<file path="src/design/kat_pkg.sv">
// Shared types and constants for the key access table.
package kat_pkg;

  // Operation codes carried by the opcode field.
  typedef enum logic [1:0] {
    OP_AUTH   = 2'd0,
    OP_ADD    = 2'd1,
    OP_REMOVE = 2'd2,
    OP_END    = 2'd3
  } op_t;

  // Result status codes.
  typedef enum logic [2:0] {
    ST_OK        = 3'd0,
    ST_NOT_FOUND = 3'd1,
    ST_FULL      = 3'd2,
    ST_NOT_ADMIN = 3'd3,
    ST_OUTSIDE   = 3'd4
  } status_t;

  localparam logic [23:0] DATE_UNSET = 24'hffffff;
  localparam logic [23:0] DATE_ADMIN = 24'heeeeee;

  // Slot indexes travel between modules at the widest supported size.
  localparam int IDX_MAX_W = 8;

  // Outcome of one pass over the table.
  typedef struct packed {
    logic                 found;
    logic [IDX_MAX_W-1:0] match_idx;
    logic [23:0]          match_start;
    logic [23:0]          match_end;
    logic                 free_found;
    logic [IDX_MAX_W-1:0] free_idx;
  } scan_res_t;

endpackage

</file>
<file path="src/design/kat_ram.sv">
// Generic single-port-write, single-port-read RAM with registered read data.
module kat_ram #(
  parameter int WIDTH = 8,
  parameter int DEPTH = 16
) (
  clk,
  we,
  waddr,
  wdata,
  raddr,
  rdata
);
  localparam int AW = (DEPTH > 1) ? $clog2(DEPTH) : 1;

  input  logic             clk;
  input  logic             we;
  input  logic [AW-1:0]    waddr;
  input  logic [WIDTH-1:0] wdata;
  input  logic [AW-1:0]    raddr;
  output logic [WIDTH-1:0] rdata;

  logic [WIDTH-1:0] mem [DEPTH];

  always_ff @(posedge clk) begin
    if (we) begin
      mem[waddr] <= wdata;
    end
    rdata <= mem[raddr];
  end

endmodule

</file>
<file path="src/design/kat_scan.sv">
// Lookup unit: watches the stream of table entries and keeps the first key match and free slot.
module kat_scan #(
  parameter int IDX_W    = 4,
  parameter int KEY_BITS = 64
) (
  input  logic                  clk,
  input  logic                  rst,
  input  logic                  clear,
  input  logic                  rd_vld,
  input  logic [IDX_W-1:0]      rd_idx,
  input  logic                  rd_live,
  input  logic [KEY_BITS-1:0]   rd_key,
  input  logic [23:0]           rd_start,
  input  logic [23:0]           rd_end,
  input  logic [KEY_BITS-1:0]   key,
  output kat_pkg::scan_res_t    res
);
  import kat_pkg::*;

  logic [KEY_BITS-1:0] eff_key;
  logic [23:0]         eff_start;
  logic [23:0]         eff_end;
  logic                hit;
  logic                free;

  // An entry that was never written or was removed reads as erased.
  assign eff_key   = rd_live ? rd_key   : {KEY_BITS{1'b1}};
  assign eff_start = rd_live ? rd_start : DATE_UNSET;
  assign eff_end   = rd_live ? rd_end   : DATE_UNSET;
  assign hit       = (eff_key == key);
  assign free      = (eff_end == DATE_UNSET);

  always_ff @(posedge clk) begin
    if (rst || clear) begin
      res.found      <= 1'b0;
      res.free_found <= 1'b0;
    end else if (rd_vld) begin
      if (hit && !res.found) begin
        res.found       <= 1'b1;
        res.match_idx   <= IDX_MAX_W'(rd_idx);
        res.match_start <= eff_start;
        res.match_end   <= eff_end;
      end
      if (free && !res.free_found) begin
        res.free_found <= 1'b1;
        res.free_idx   <= IDX_MAX_W'(rd_idx);
      end
    end
  end

endmodule

</file>
<file path="src/design/key_access_table_top.sv">
// Top level of the key access table: sequencer, session state and table memory.
//
// The block keeps a table of SLOTS user keys, each with a valid-from and a
// valid-to date, and a single login session. A transaction is issued by
// raising start with the operation and its fields while busy is low; the
// fields are sampled at that clock edge and busy goes high on the next cycle.
//
// Every transaction reads the whole table once through the single read port
// of the entry memory, one slot per cycle, to find the lowest matching key
// and the lowest free slot. A drain state then empties the read pipeline
// and a finishing state decides the outcome and writes back at most one
// entry. The result appears on the output ports in the cycle after the
// finishing state, marked by done for exactly one cycle. A new transaction
// may be started in that same cycle.
//
// The receiver cannot stall: every result is taken in its done cycle.
//
// Reset clears the session and marks every slot as erased through a row of
// per-slot valid flags, so no clearing pass over the memory is needed and
// the block accepts a transaction in the first cycle after reset.
module key_access_table_top #(
  parameter int SLOTS    = 16,
  parameter int KEY_BITS = 64
) (
  input  logic        clk,
  input  logic        rst,
  input  logic        start,
  output logic        busy,
  input  logic [1:0]  opcode,
  input  logic [63:0] user_key,
  input  logic [7:0]  start_year,
  input  logic [7:0]  start_month,
  input  logic [7:0]  start_day,
  input  logic [7:0]  end_year,
  input  logic [7:0]  end_month,
  input  logic [7:0]  end_day,
  input  logic [7:0]  now_year,
  input  logic [3:0]  now_month,
  input  logic [4:0]  now_day,
  output logic        done,
  output logic [2:0]  status,
  output logic [3:0]  slot,
  output logic        entry_changed,
  output logic        session_open,
  output logic        session_admin
);
  import kat_pkg::*;

  localparam int IDX_W = (SLOTS > 1) ? $clog2(SLOTS) : 1;
  localparam int ENT_W = KEY_BITS + 48;
  localparam logic [IDX_W-1:0] LAST_IDX = IDX_W'(SLOTS - 1);

  typedef enum logic [3:0] {
    S_IDLE   = 4'b0001,
    S_SCAN   = 4'b0010,
    S_DRAIN  = 4'b0100,
    S_FINISH = 4'b1000
  } state_t;

  state_t state;

  // Transaction fields captured at acceptance.
  op_t                 op;
  logic [KEY_BITS-1:0] key;
  logic [23:0]         from_date;
  logic [23:0]         to_date;
  logic [23:0]         now_date;

  // Read pipeline of the table pass.
  logic [IDX_W-1:0] rd_addr;
  logic             rd_vld;
  logic [IDX_W-1:0] rd_idx;
  logic             rd_live;
  logic [ENT_W-1:0] rd_data;

  // Per-slot written flags; a clear flag means the slot reads as erased.
  logic [SLOTS-1:0] live;

  // Session state. The admin flag always mirrors whether the open session's
  // slot currently holds the admin mark.
  logic             sess_valid;
  logic [IDX_W-1:0] sess_slot;
  logic             sess_admin;

  scan_res_t res;

  // Decision made in the finishing cycle.
  logic             we;
  logic [IDX_W-1:0] widx;
  logic             set_live;
  logic             clr_live;
  status_t          status_next;
  logic [3:0]       slot_next;
  logic             changed_next;
  logic             sess_valid_next;
  logic [IDX_W-1:0] sess_slot_next;
  logic             sess_admin_next;
  logic             ok_from;
  logic             ok_to;

  assign busy = (state != S_IDLE);

  kat_ram #(
    .WIDTH(ENT_W),
    .DEPTH(SLOTS)
  ) u_ram (
    .clk  (clk),
    .we   (we),
    .waddr(widx),
    .wdata({key, from_date, to_date}),
    .raddr(rd_addr),
    .rdata(rd_data)
  );

  kat_scan #(
    .IDX_W   (IDX_W),
    .KEY_BITS(KEY_BITS)
  ) u_scan (
    .clk     (clk),
    .rst     (rst),
    .clear   (state == S_IDLE),
    .rd_vld  (rd_vld),
    .rd_idx  (rd_idx),
    .rd_live (rd_live),
    .rd_key  (rd_data[ENT_W-1:48]),
    .rd_start(rd_data[47:24]),
    .rd_end  (rd_data[23:0]),
    .key     (key),
    .res     (res)
  );

  // Window test against the matched entry. An unset from-date always passes.
  assign ok_from = (res.match_start == DATE_UNSET) || (res.match_start <= now_date);
  assign ok_to   = (res.match_end >= now_date);

  always_comb begin
    we              = 1'b0;
    widx            = res.match_idx[IDX_W-1:0];
    set_live        = 1'b0;
    clr_live        = 1'b0;
    status_next     = ST_OK;
    slot_next       = 4'd0;
    changed_next    = 1'b0;
    sess_valid_next = sess_valid;
    sess_slot_next  = sess_slot;
    sess_admin_next = sess_admin;
    unique case (op)
      OP_AUTH: begin
        if (!res.found) begin
          status_next = ST_NOT_FOUND;
        end else begin
          slot_next = res.match_idx[3:0];
          if (ok_from && ok_to) begin
            sess_valid_next = 1'b1;
            sess_slot_next  = res.match_idx[IDX_W-1:0];
            sess_admin_next = (res.match_end == DATE_ADMIN);
          end else begin
            sess_valid_next = 1'b0;
            sess_admin_next = 1'b0;
            status_next     = ST_OUTSIDE;
          end
        end
      end
      OP_ADD: begin
        if (!sess_admin) begin
          status_next = ST_NOT_ADMIN;
        end else if (!res.found && !res.free_found) begin
          status_next = ST_FULL;
        end else begin
          if (!res.found) begin
            widx = res.free_idx[IDX_W-1:0];
          end
          we           = 1'b1;
          set_live     = 1'b1;
          changed_next = 1'b1;
          slot_next    = res.found ? res.match_idx[3:0] : res.free_idx[3:0];
          if (sess_slot == widx) begin
            sess_admin_next = (to_date == DATE_ADMIN);
          end
        end
      end
      OP_REMOVE: begin
        if (!sess_admin) begin
          status_next = ST_NOT_ADMIN;
        end else if (!res.found) begin
          status_next = ST_NOT_FOUND;
        end else begin
          // Clearing the written flag erases the entry; the memory is left alone.
          clr_live     = 1'b1;
          changed_next = 1'b1;
          slot_next    = res.match_idx[3:0];
          if (sess_slot == widx) begin
            sess_admin_next = 1'b0;
          end
        end
      end
      OP_END: begin
        sess_valid_next = 1'b0;
        sess_admin_next = 1'b0;
      end
      default: begin
        status_next = ST_OK;
      end
    endcase
    if (state != S_FINISH) begin
      we       = 1'b0;
      set_live = 1'b0;
      clr_live = 1'b0;
    end
  end

  // Sequencer and control state.
  always_ff @(posedge clk) begin
    if (rst) begin
      state      <= S_IDLE;
      rd_addr    <= '0;
      rd_vld     <= 1'b0;
      live       <= '0;
      sess_valid <= 1'b0;
      sess_slot  <= '0;
      sess_admin <= 1'b0;
      done       <= 1'b0;
    end else begin
      // Read data is valid in the cycle after each scan address, and the
      // result is flagged in the cycle after the finishing cycle.
      done   <= (state == S_FINISH);
      rd_vld <= (state == S_SCAN);
      unique case (state)
        S_IDLE: begin
          rd_addr <= '0;
          if (start) begin
            state <= S_SCAN;
          end
        end
        S_SCAN: begin
          if (rd_addr == LAST_IDX) begin
            state <= S_DRAIN;
          end else begin
            rd_addr <= rd_addr + 1'b1;
          end
        end
        S_DRAIN: begin
          state <= S_FINISH;
        end
        S_FINISH: begin
          state      <= S_IDLE;
          sess_valid <= sess_valid_next;
          sess_slot  <= sess_slot_next;
          sess_admin <= sess_admin_next;
          if (set_live) begin
            live[widx] <= 1'b1;
          end
          if (clr_live) begin
            live[widx] <= 1'b0;
          end
        end
        default: begin
          state <= S_IDLE;
        end
      endcase
    end
  end

  // Payload registers: captured fields, read pipeline tags and results.
  always_ff @(posedge clk) begin
    if (state == S_IDLE && start) begin
      op        <= op_t'(opcode);
      key       <= user_key[KEY_BITS-1:0];
      from_date <= {start_year, start_month, start_day};
      to_date   <= {end_year, end_month, end_day};
      now_date  <= {now_year, 4'd0, now_month, 3'd0, now_day};
    end
    rd_idx  <= rd_addr;
    rd_live <= live[rd_addr];
    if (state == S_FINISH) begin
      status        <= status_next;
      slot          <= slot_next;
      entry_changed <= changed_next;
      session_open  <= sess_valid_next;
      session_admin <= sess_admin_next;
    end
  end

endmodule
</file>
<file path="config.mk">
export PLATFORM = sky130hd
export DESIGN_NAME = key_access_table_top
export DESIGN_NICKNAME = d
export VERILOG_FILES = /design/src/design/kat_pkg.sv /design/src/design/kat_ram.sv /design/src/design/kat_scan.sv /design/src/design/key_access_table_top.sv
export SDC_FILE = /design/constraint.sdc
export NUM_CORES = 2
export LEC_CHECK = 0
export BUFFER_PORTS_ARGS = -buffer_cell sky130_fd_sc_hd__clkbuf_2
export CAP_MARGIN = 10
export CORE_ASPECT_RATIO = 0.8
export CORE_MARGIN = 8
export CORE_UTILIZATION = 62
export DETAILED_ROUTE_END_ITERATION = 12
export PLACE_DENSITY = 0.79
export REMOVE_ABC_BUFFERS = 1
export SLEW_MARGIN = 20
export SYNTH_ARGS = -nofsm -noshare
export SYNTH_HDL_FRONTEND = slang
export SYNTH_SLANG_ARGS = --single-unit
</file>
<file path="constraint.sdc">
create_clock -name clk -period 9.87 [get_ports clk]
set_input_delay 0.987 -clock clk [delete_from_list [all_inputs] [get_ports clk]]
set_output_delay 0.987 -clock clk [all_outputs]
set_load 0.05 [all_outputs]
</file>
-- After elaboration in Yosys (flattened, before gate mapping)
Memories as Yosys holds them, arrays and structs flattened. A register that Yosys moved wholly into a read port is not among the register bits.
Index checks and enable logic that the tools add are counted.
- add/subtract/negate cells: 1
- order comparisons: 5
- muxes and demuxes: 57
- reduce and logical (&&, ||, !) cells: 19
- eq/ne operators: 20
- bitwise operators: 4
- operator list (operator ; count):
    24-bit equality test, second input constant ; 4
    64-bit equality test ; 1
    16-bit 2-to-1 mux ; 4
    64-bit 2-to-1 mux ; 1
    4-bit 2-to-1 mux ; 14
    24-bit >= comparator ; 1
    24-bit less-or-equal comparator ; 1
    24-bit 2-to-1 mux ; 1
    4-bit case mux with 3 select lines ; 2
    1-bit 2-to-1 mux ; 23
    16-bit AND ; 1
    16-bit NOT ; 1
    16-bit bitwise OR ; 1
    4-bit by 5-bit less-than comparator with 1-bit output, second input constant ; 2
    3-bit case mux with 3 select lines ; 1
    4-bit equality test ; 2
    4-bit equality test, second input constant ; 2
    4-bit case mux with 2 select lines ; 1
    2-bit AND reduction ; 4
    1-bit logical AND ; 6
    2-bit 2-to-1 mux ; 3
    3-bit 2-to-1 mux ; 2
    3-bit AND reduction ; 2
    4-bit by 1-bit adder with 4-bit output, second input constant ; 1
    20 further kinds ; 25
- bits in writable memories: 1792
- memories: 1
- bits of input ports: 134
- register bits after elaboration: 236
- word-level logic and storage cells: 133
- memories (memory ; depth ; width ; read ports ; clocked after Yosys merged registers in ; write ports ; RTL line ; text):
    u_ram.mem ; 16 ; 112 ; 1 ; 1 ; 1 ; kat_ram.sv:22 ; logic [WIDTH-1:0] mem [DEPTH];

-- Longest topological paths before layout
- depth after elaboration: 18
- depth in mapped cells: 10

-- By module
Synthesis repeated with hierarchy kept, for this count alone.
- cells, all modules: 3729
- area, all modules: 80111.8 µm²
- modules (own cells, without submodules) (module ; instances ; cells an instance ; sequential area each (µm²) ; area each (µm²)):
    kat_ram ; 1 ; 2864 ; 56053.8 ; 69168.8
    key_access_table_top ; 1 ; 501 ; 4974.8 ; 7241.9
    kat_scan ; 1 ; 364 ; 1721.7 ; 3701.0

-- Worst setup path after synthesis
Ideal clock, no wire load.
- path type: register -> register
- from: register op[0]
- to: memory u_ram.mem[8][0] (netlist name) (enable)
- cell stages (with the launch flop): 7
- buffers on the path: 1
- path slack: 3052 ps
- data arrival time: 6232 ps
- cell sequence: edfxtp_1 -> ha_1 -> and4b_1 -> clkbuf_1 -> or3_1 -> o31a_1 -> nor2_1
- word-level cells in the longest chain between the ends: 5
- ends and longest elaborated chain (what ; RTL line ; text):
    from (decl) ; key_access_table_top.sv:63 ; op_t op;
    from (signal assigned) ; key_access_table_top.sv:267 ; op <= op_t'(opcode);
    2-bit by 1-bit equality test with 1-bit output * ; key_access_table_top.sv:147 ; unique case (op)
    1-bit 2-to-1 mux ; key_access_table_top.sv:147 ;
    1-bit 2-to-1 mux ; key_access_table_top.sv:205 ; if (state != S_FINISH) begin
    1-bit 2-to-1 mux ; kat_ram.sv:25 ; if (we) begin
    1-bit 2-to-1 mux (implied by the code) ; kat_ram.sv:26 ; mem[waddr] <= wdata;
    to (decl) ; kat_ram.sv:22 ;
Every way passes the cells marked *; elsewhere a longest branch is shown, timed or not.

-- Final worst setup path
- from: register op[1]
- to: memory u_ram.mem[7][37] (netlist name) (enable)
Same word-level chain as after synthesis.

==> key figures <==
Synth
  – Area share of the largest cell type after synthesis: 74.65%
  – Synth Warn #: 0
  – Top-count cell post-synth: edfxtp_1
  – Cell variety after synth: 72
  – Dominant cell type by area after synthesis: edfxtp_1
  – Post-synthesis sequential area ratio: 78.43%
  – Post-Syn Area: 80010 um2
  – Flops & latches, synth: 2140
  – Cells after Synth: 3452
  – Ranking of synthesized cells by area: edfxtp_1, mux4_2, dfxtp_1
  – Commonest cells post-synth: edfxtp_1, mux4_2, dfxtp_1, clkbuf_1, nand2b_1
  – Async set-reset flop share out of synthesis: 0%
  – Dominant synthesized flop cell: edfxtp_1
  – EDFF count, synth: 1989
  – Post-Syn Area per Cell: 23.18 um2

Routing
  – Metal3 WL: 15730 um
  – Vias: 37670
  – Initial DRT Pass Iterations: 8
  – DRC Markers: 0
  – M1 wire length: 68860 um
  – DR iter-0 viols: 4934
  – Met2 wire length: 92400 um
  – Vias per cell: 6.710
  – Post-DRT Antenna Nets: 0
  – Final wirelength: 182000 um
  – Wire length per cell: 32.42 um
  – Highest Signal Layer: met5

Status
  – Status: finished, final reports clean

Worst setup path
  – CP required: 10.27 ns
  – Crit path DAT: 5.31 ns
  – Cell family with most CP delay: simple AND/OR/NAND/NOR gates
  – Class of the most critical setup path: reg -> reg
  – Cells along the critical path: inv_1, ha_1, nand4b_1, nand2_1, and2_1, nand2_1, nor2_4, buf_4, buf_4
  – CP bufs+invs: 3
  – CP max stage delay: 0.91 ns
  – Critical path capture point type: flip-flop
  – Startpoint types: flip-flop
  – Crit-path slowest cell: buf_4
  – Crit path max fanout: 49

CTS
  – CTS tree: built
  – Number of CTS-inserted buffers: 191
  – H-tree levels: 4
  – Root Buffer: clkbuf_16
  – CTS Hold Bufs: 0
  – Post-CTS Setup Bufs: 0
  – Clock buffer depth: 3
  – Post-cts sizing count: 0
  – Clk_lat worst skew: 0.81 ns
  – Reg clk slew, reported paths: 0.07 ns
  – Clk sink count: 2140

STA
  – Relative slew slack: 22.34%
  – Worst-margin pin slew: 1.165 ns
  – Setup Viol. Count Final: 0
  – Final Cycle Share: 49.66%
  – Setup WS post-layout: 4.969 ns
  – Fin. Hold Viols: 0
  – Setup TNS: 0 ns
  – Slew Limit Fails: 0
  – F_max: 0.2040 GHz
  – Clk_skew: 0.03193 ns
  – RSZ-0062 raised after global routing: no
  – Minimum clock period: 4.901 ns

GRT
  – All-layer global routing usage: 25.91%
  – Largest net degree at the start of global routing: 179
  – First-pass GRT wire length: 264800 um
  – Total gr overflow: 0
  – Initial antenna violation count: 7
  – Vias in the first global route: 38620

Pwr
  – Sw Ratio: 19.91%
  – Leakage: 27.39 nW
  – Seq pwr share: 57.3%
  – Internal power: 0.01421 W
  – Total power: 0.01774 W
  – P_sw: 0.003533 W
  – Combinational power share: 1.4%
  – Cell Pwr Density: 198.8 nW/um2
  – Clk network pwr share: 41.3%
  – Peak VDD IR: 0.1826 mV

Cells and area
  – Cell Count, Final, Fillers Out: 5614
  – Post-route cell area: 89260 um2
  – Layout cells sized above 1: 28.48%
  – Total Nets Final: 3881
  – Synth-to-layout area growth: 11.56%

Floorplanning
  – Die H: 337.3 um
  – Area of the core: 128700 um2
  – # rows: 118
  – Die area: 140900 um2
  – Die X: 417.6 um
  – I/O pin count: 146
  – Initial Util: 62.15%

Placement
  – I/O Buffers: 145
  – DP Cell Count: 5251
  – Area post-placement: 82980 um2
  – Dpl hpwl: 92450 um
  – GPL Wtd Cong: 0.8463
  – Pre-CTS WS: 5.022 ns

Worst hold path
  – Hold crit path type: in -> reg

Flow run
  – Maxcap violations: 0
## per-stage QoR
stage / utilization [%] / hold WS [ns]
CTS: 69.24 / 0.2873
global placement: 64.45 / 0.4114
detailed placement: 64.46 / 0.4122
finish: 69.33 / 0.3396
global route: 69.32 / 0.3147
floorplan: - / 0.4037
## kinds of logic after synthesis
group | after synthesis | share of synthesized area [%]
flip-flops | 2140 | 78.43
multiplexers | 574 | 16.02
AND/OR/NAND/NOR | 309 | 2.246
buffers and inverters | 206 | 1.035
AO/OA/AOI/OAI | 167 | 1.481
adder cells (fa/ha/maj) | 39 | 0.6099
XOR/XNOR | 17 | 0.1861
## final cells by class
cell class	count	area (um2)
Tap cell	1740	2177
Inverter	55	206.4
Multi-Input combinational cell	1106	16570
Antenna cell	4	10.01
Fill cell	7457	39480
Timing Repair Buffer	214	1374
Sequential cell	2140	62770
Clock buffer	270	5404
Clock inverter	85	753.2
## final timing paths
check | slack (ns) | from | depth (start not counted) | end
worst min register to register | 0.42 | rd_idx[0] | 0 | u_scan.res[0]
worst min-delay path | 0.34 | now_year[2] | 1 | now_date[18]
worst max-delay path | 4.97 | op[1] | 9 | u_ram.mem[7][37]
worst max register to register | 4.97 | op[1] | 9 | u_ram.mem[7][37]
## power groups by stage
stage	Combinational (W)	Sequential, W	Clock, W
floorplan	0.000197	0.0103	0
global placement	0.000242	0.0103	0
detailed placement	0.000249	0.0104	0
CTS	0.000253	0.0102	0.00741
global route	0.000272	0.0102	0.00774
finish	0.000252	0.0102	0.00733
## per-layer routing
layer	global-route usage [%]	up-vias
li1	-	15130
met1	35.59	19990
met2	43.34	2228
met3	4.939	319
met4	7.483	2
met5	0	-
## sequential cells by signal, indices dropped and copies added, names as in the netlist, 2 cells and up
name / flops
from_date: 24
key: 64
status: 3
u_ram.rdata: 112
now_date: 17
u_ram.mem: 1792
to_date: 24
state: 4
sess_slot: 4
op: 2
u_scan.res: 58
rd_idx: 4
rd_addr: 4
slot: 4
live: 16
## cell usage in the layout, fill, tap and decap left out, types with 30 or more instances in the layout
cell       Yosys  routed
a21oi_1       36      36
buf_4          0      61
clkbuf_1     100      53
clkbuf_16      0     197
clkbuf_2       0     145
clkinv_2       0      32
dfxtp_1      151     146
edfxtp_1    1989    1989
ha_1          39      39
inv_1         55      55
mux4_2       565     565
nand2_1       37      37
nand2b_1      73      73
nand4_1       30      30
nor2_1        49      33
No activity file was read; power rests on OpenSTA's default activity.
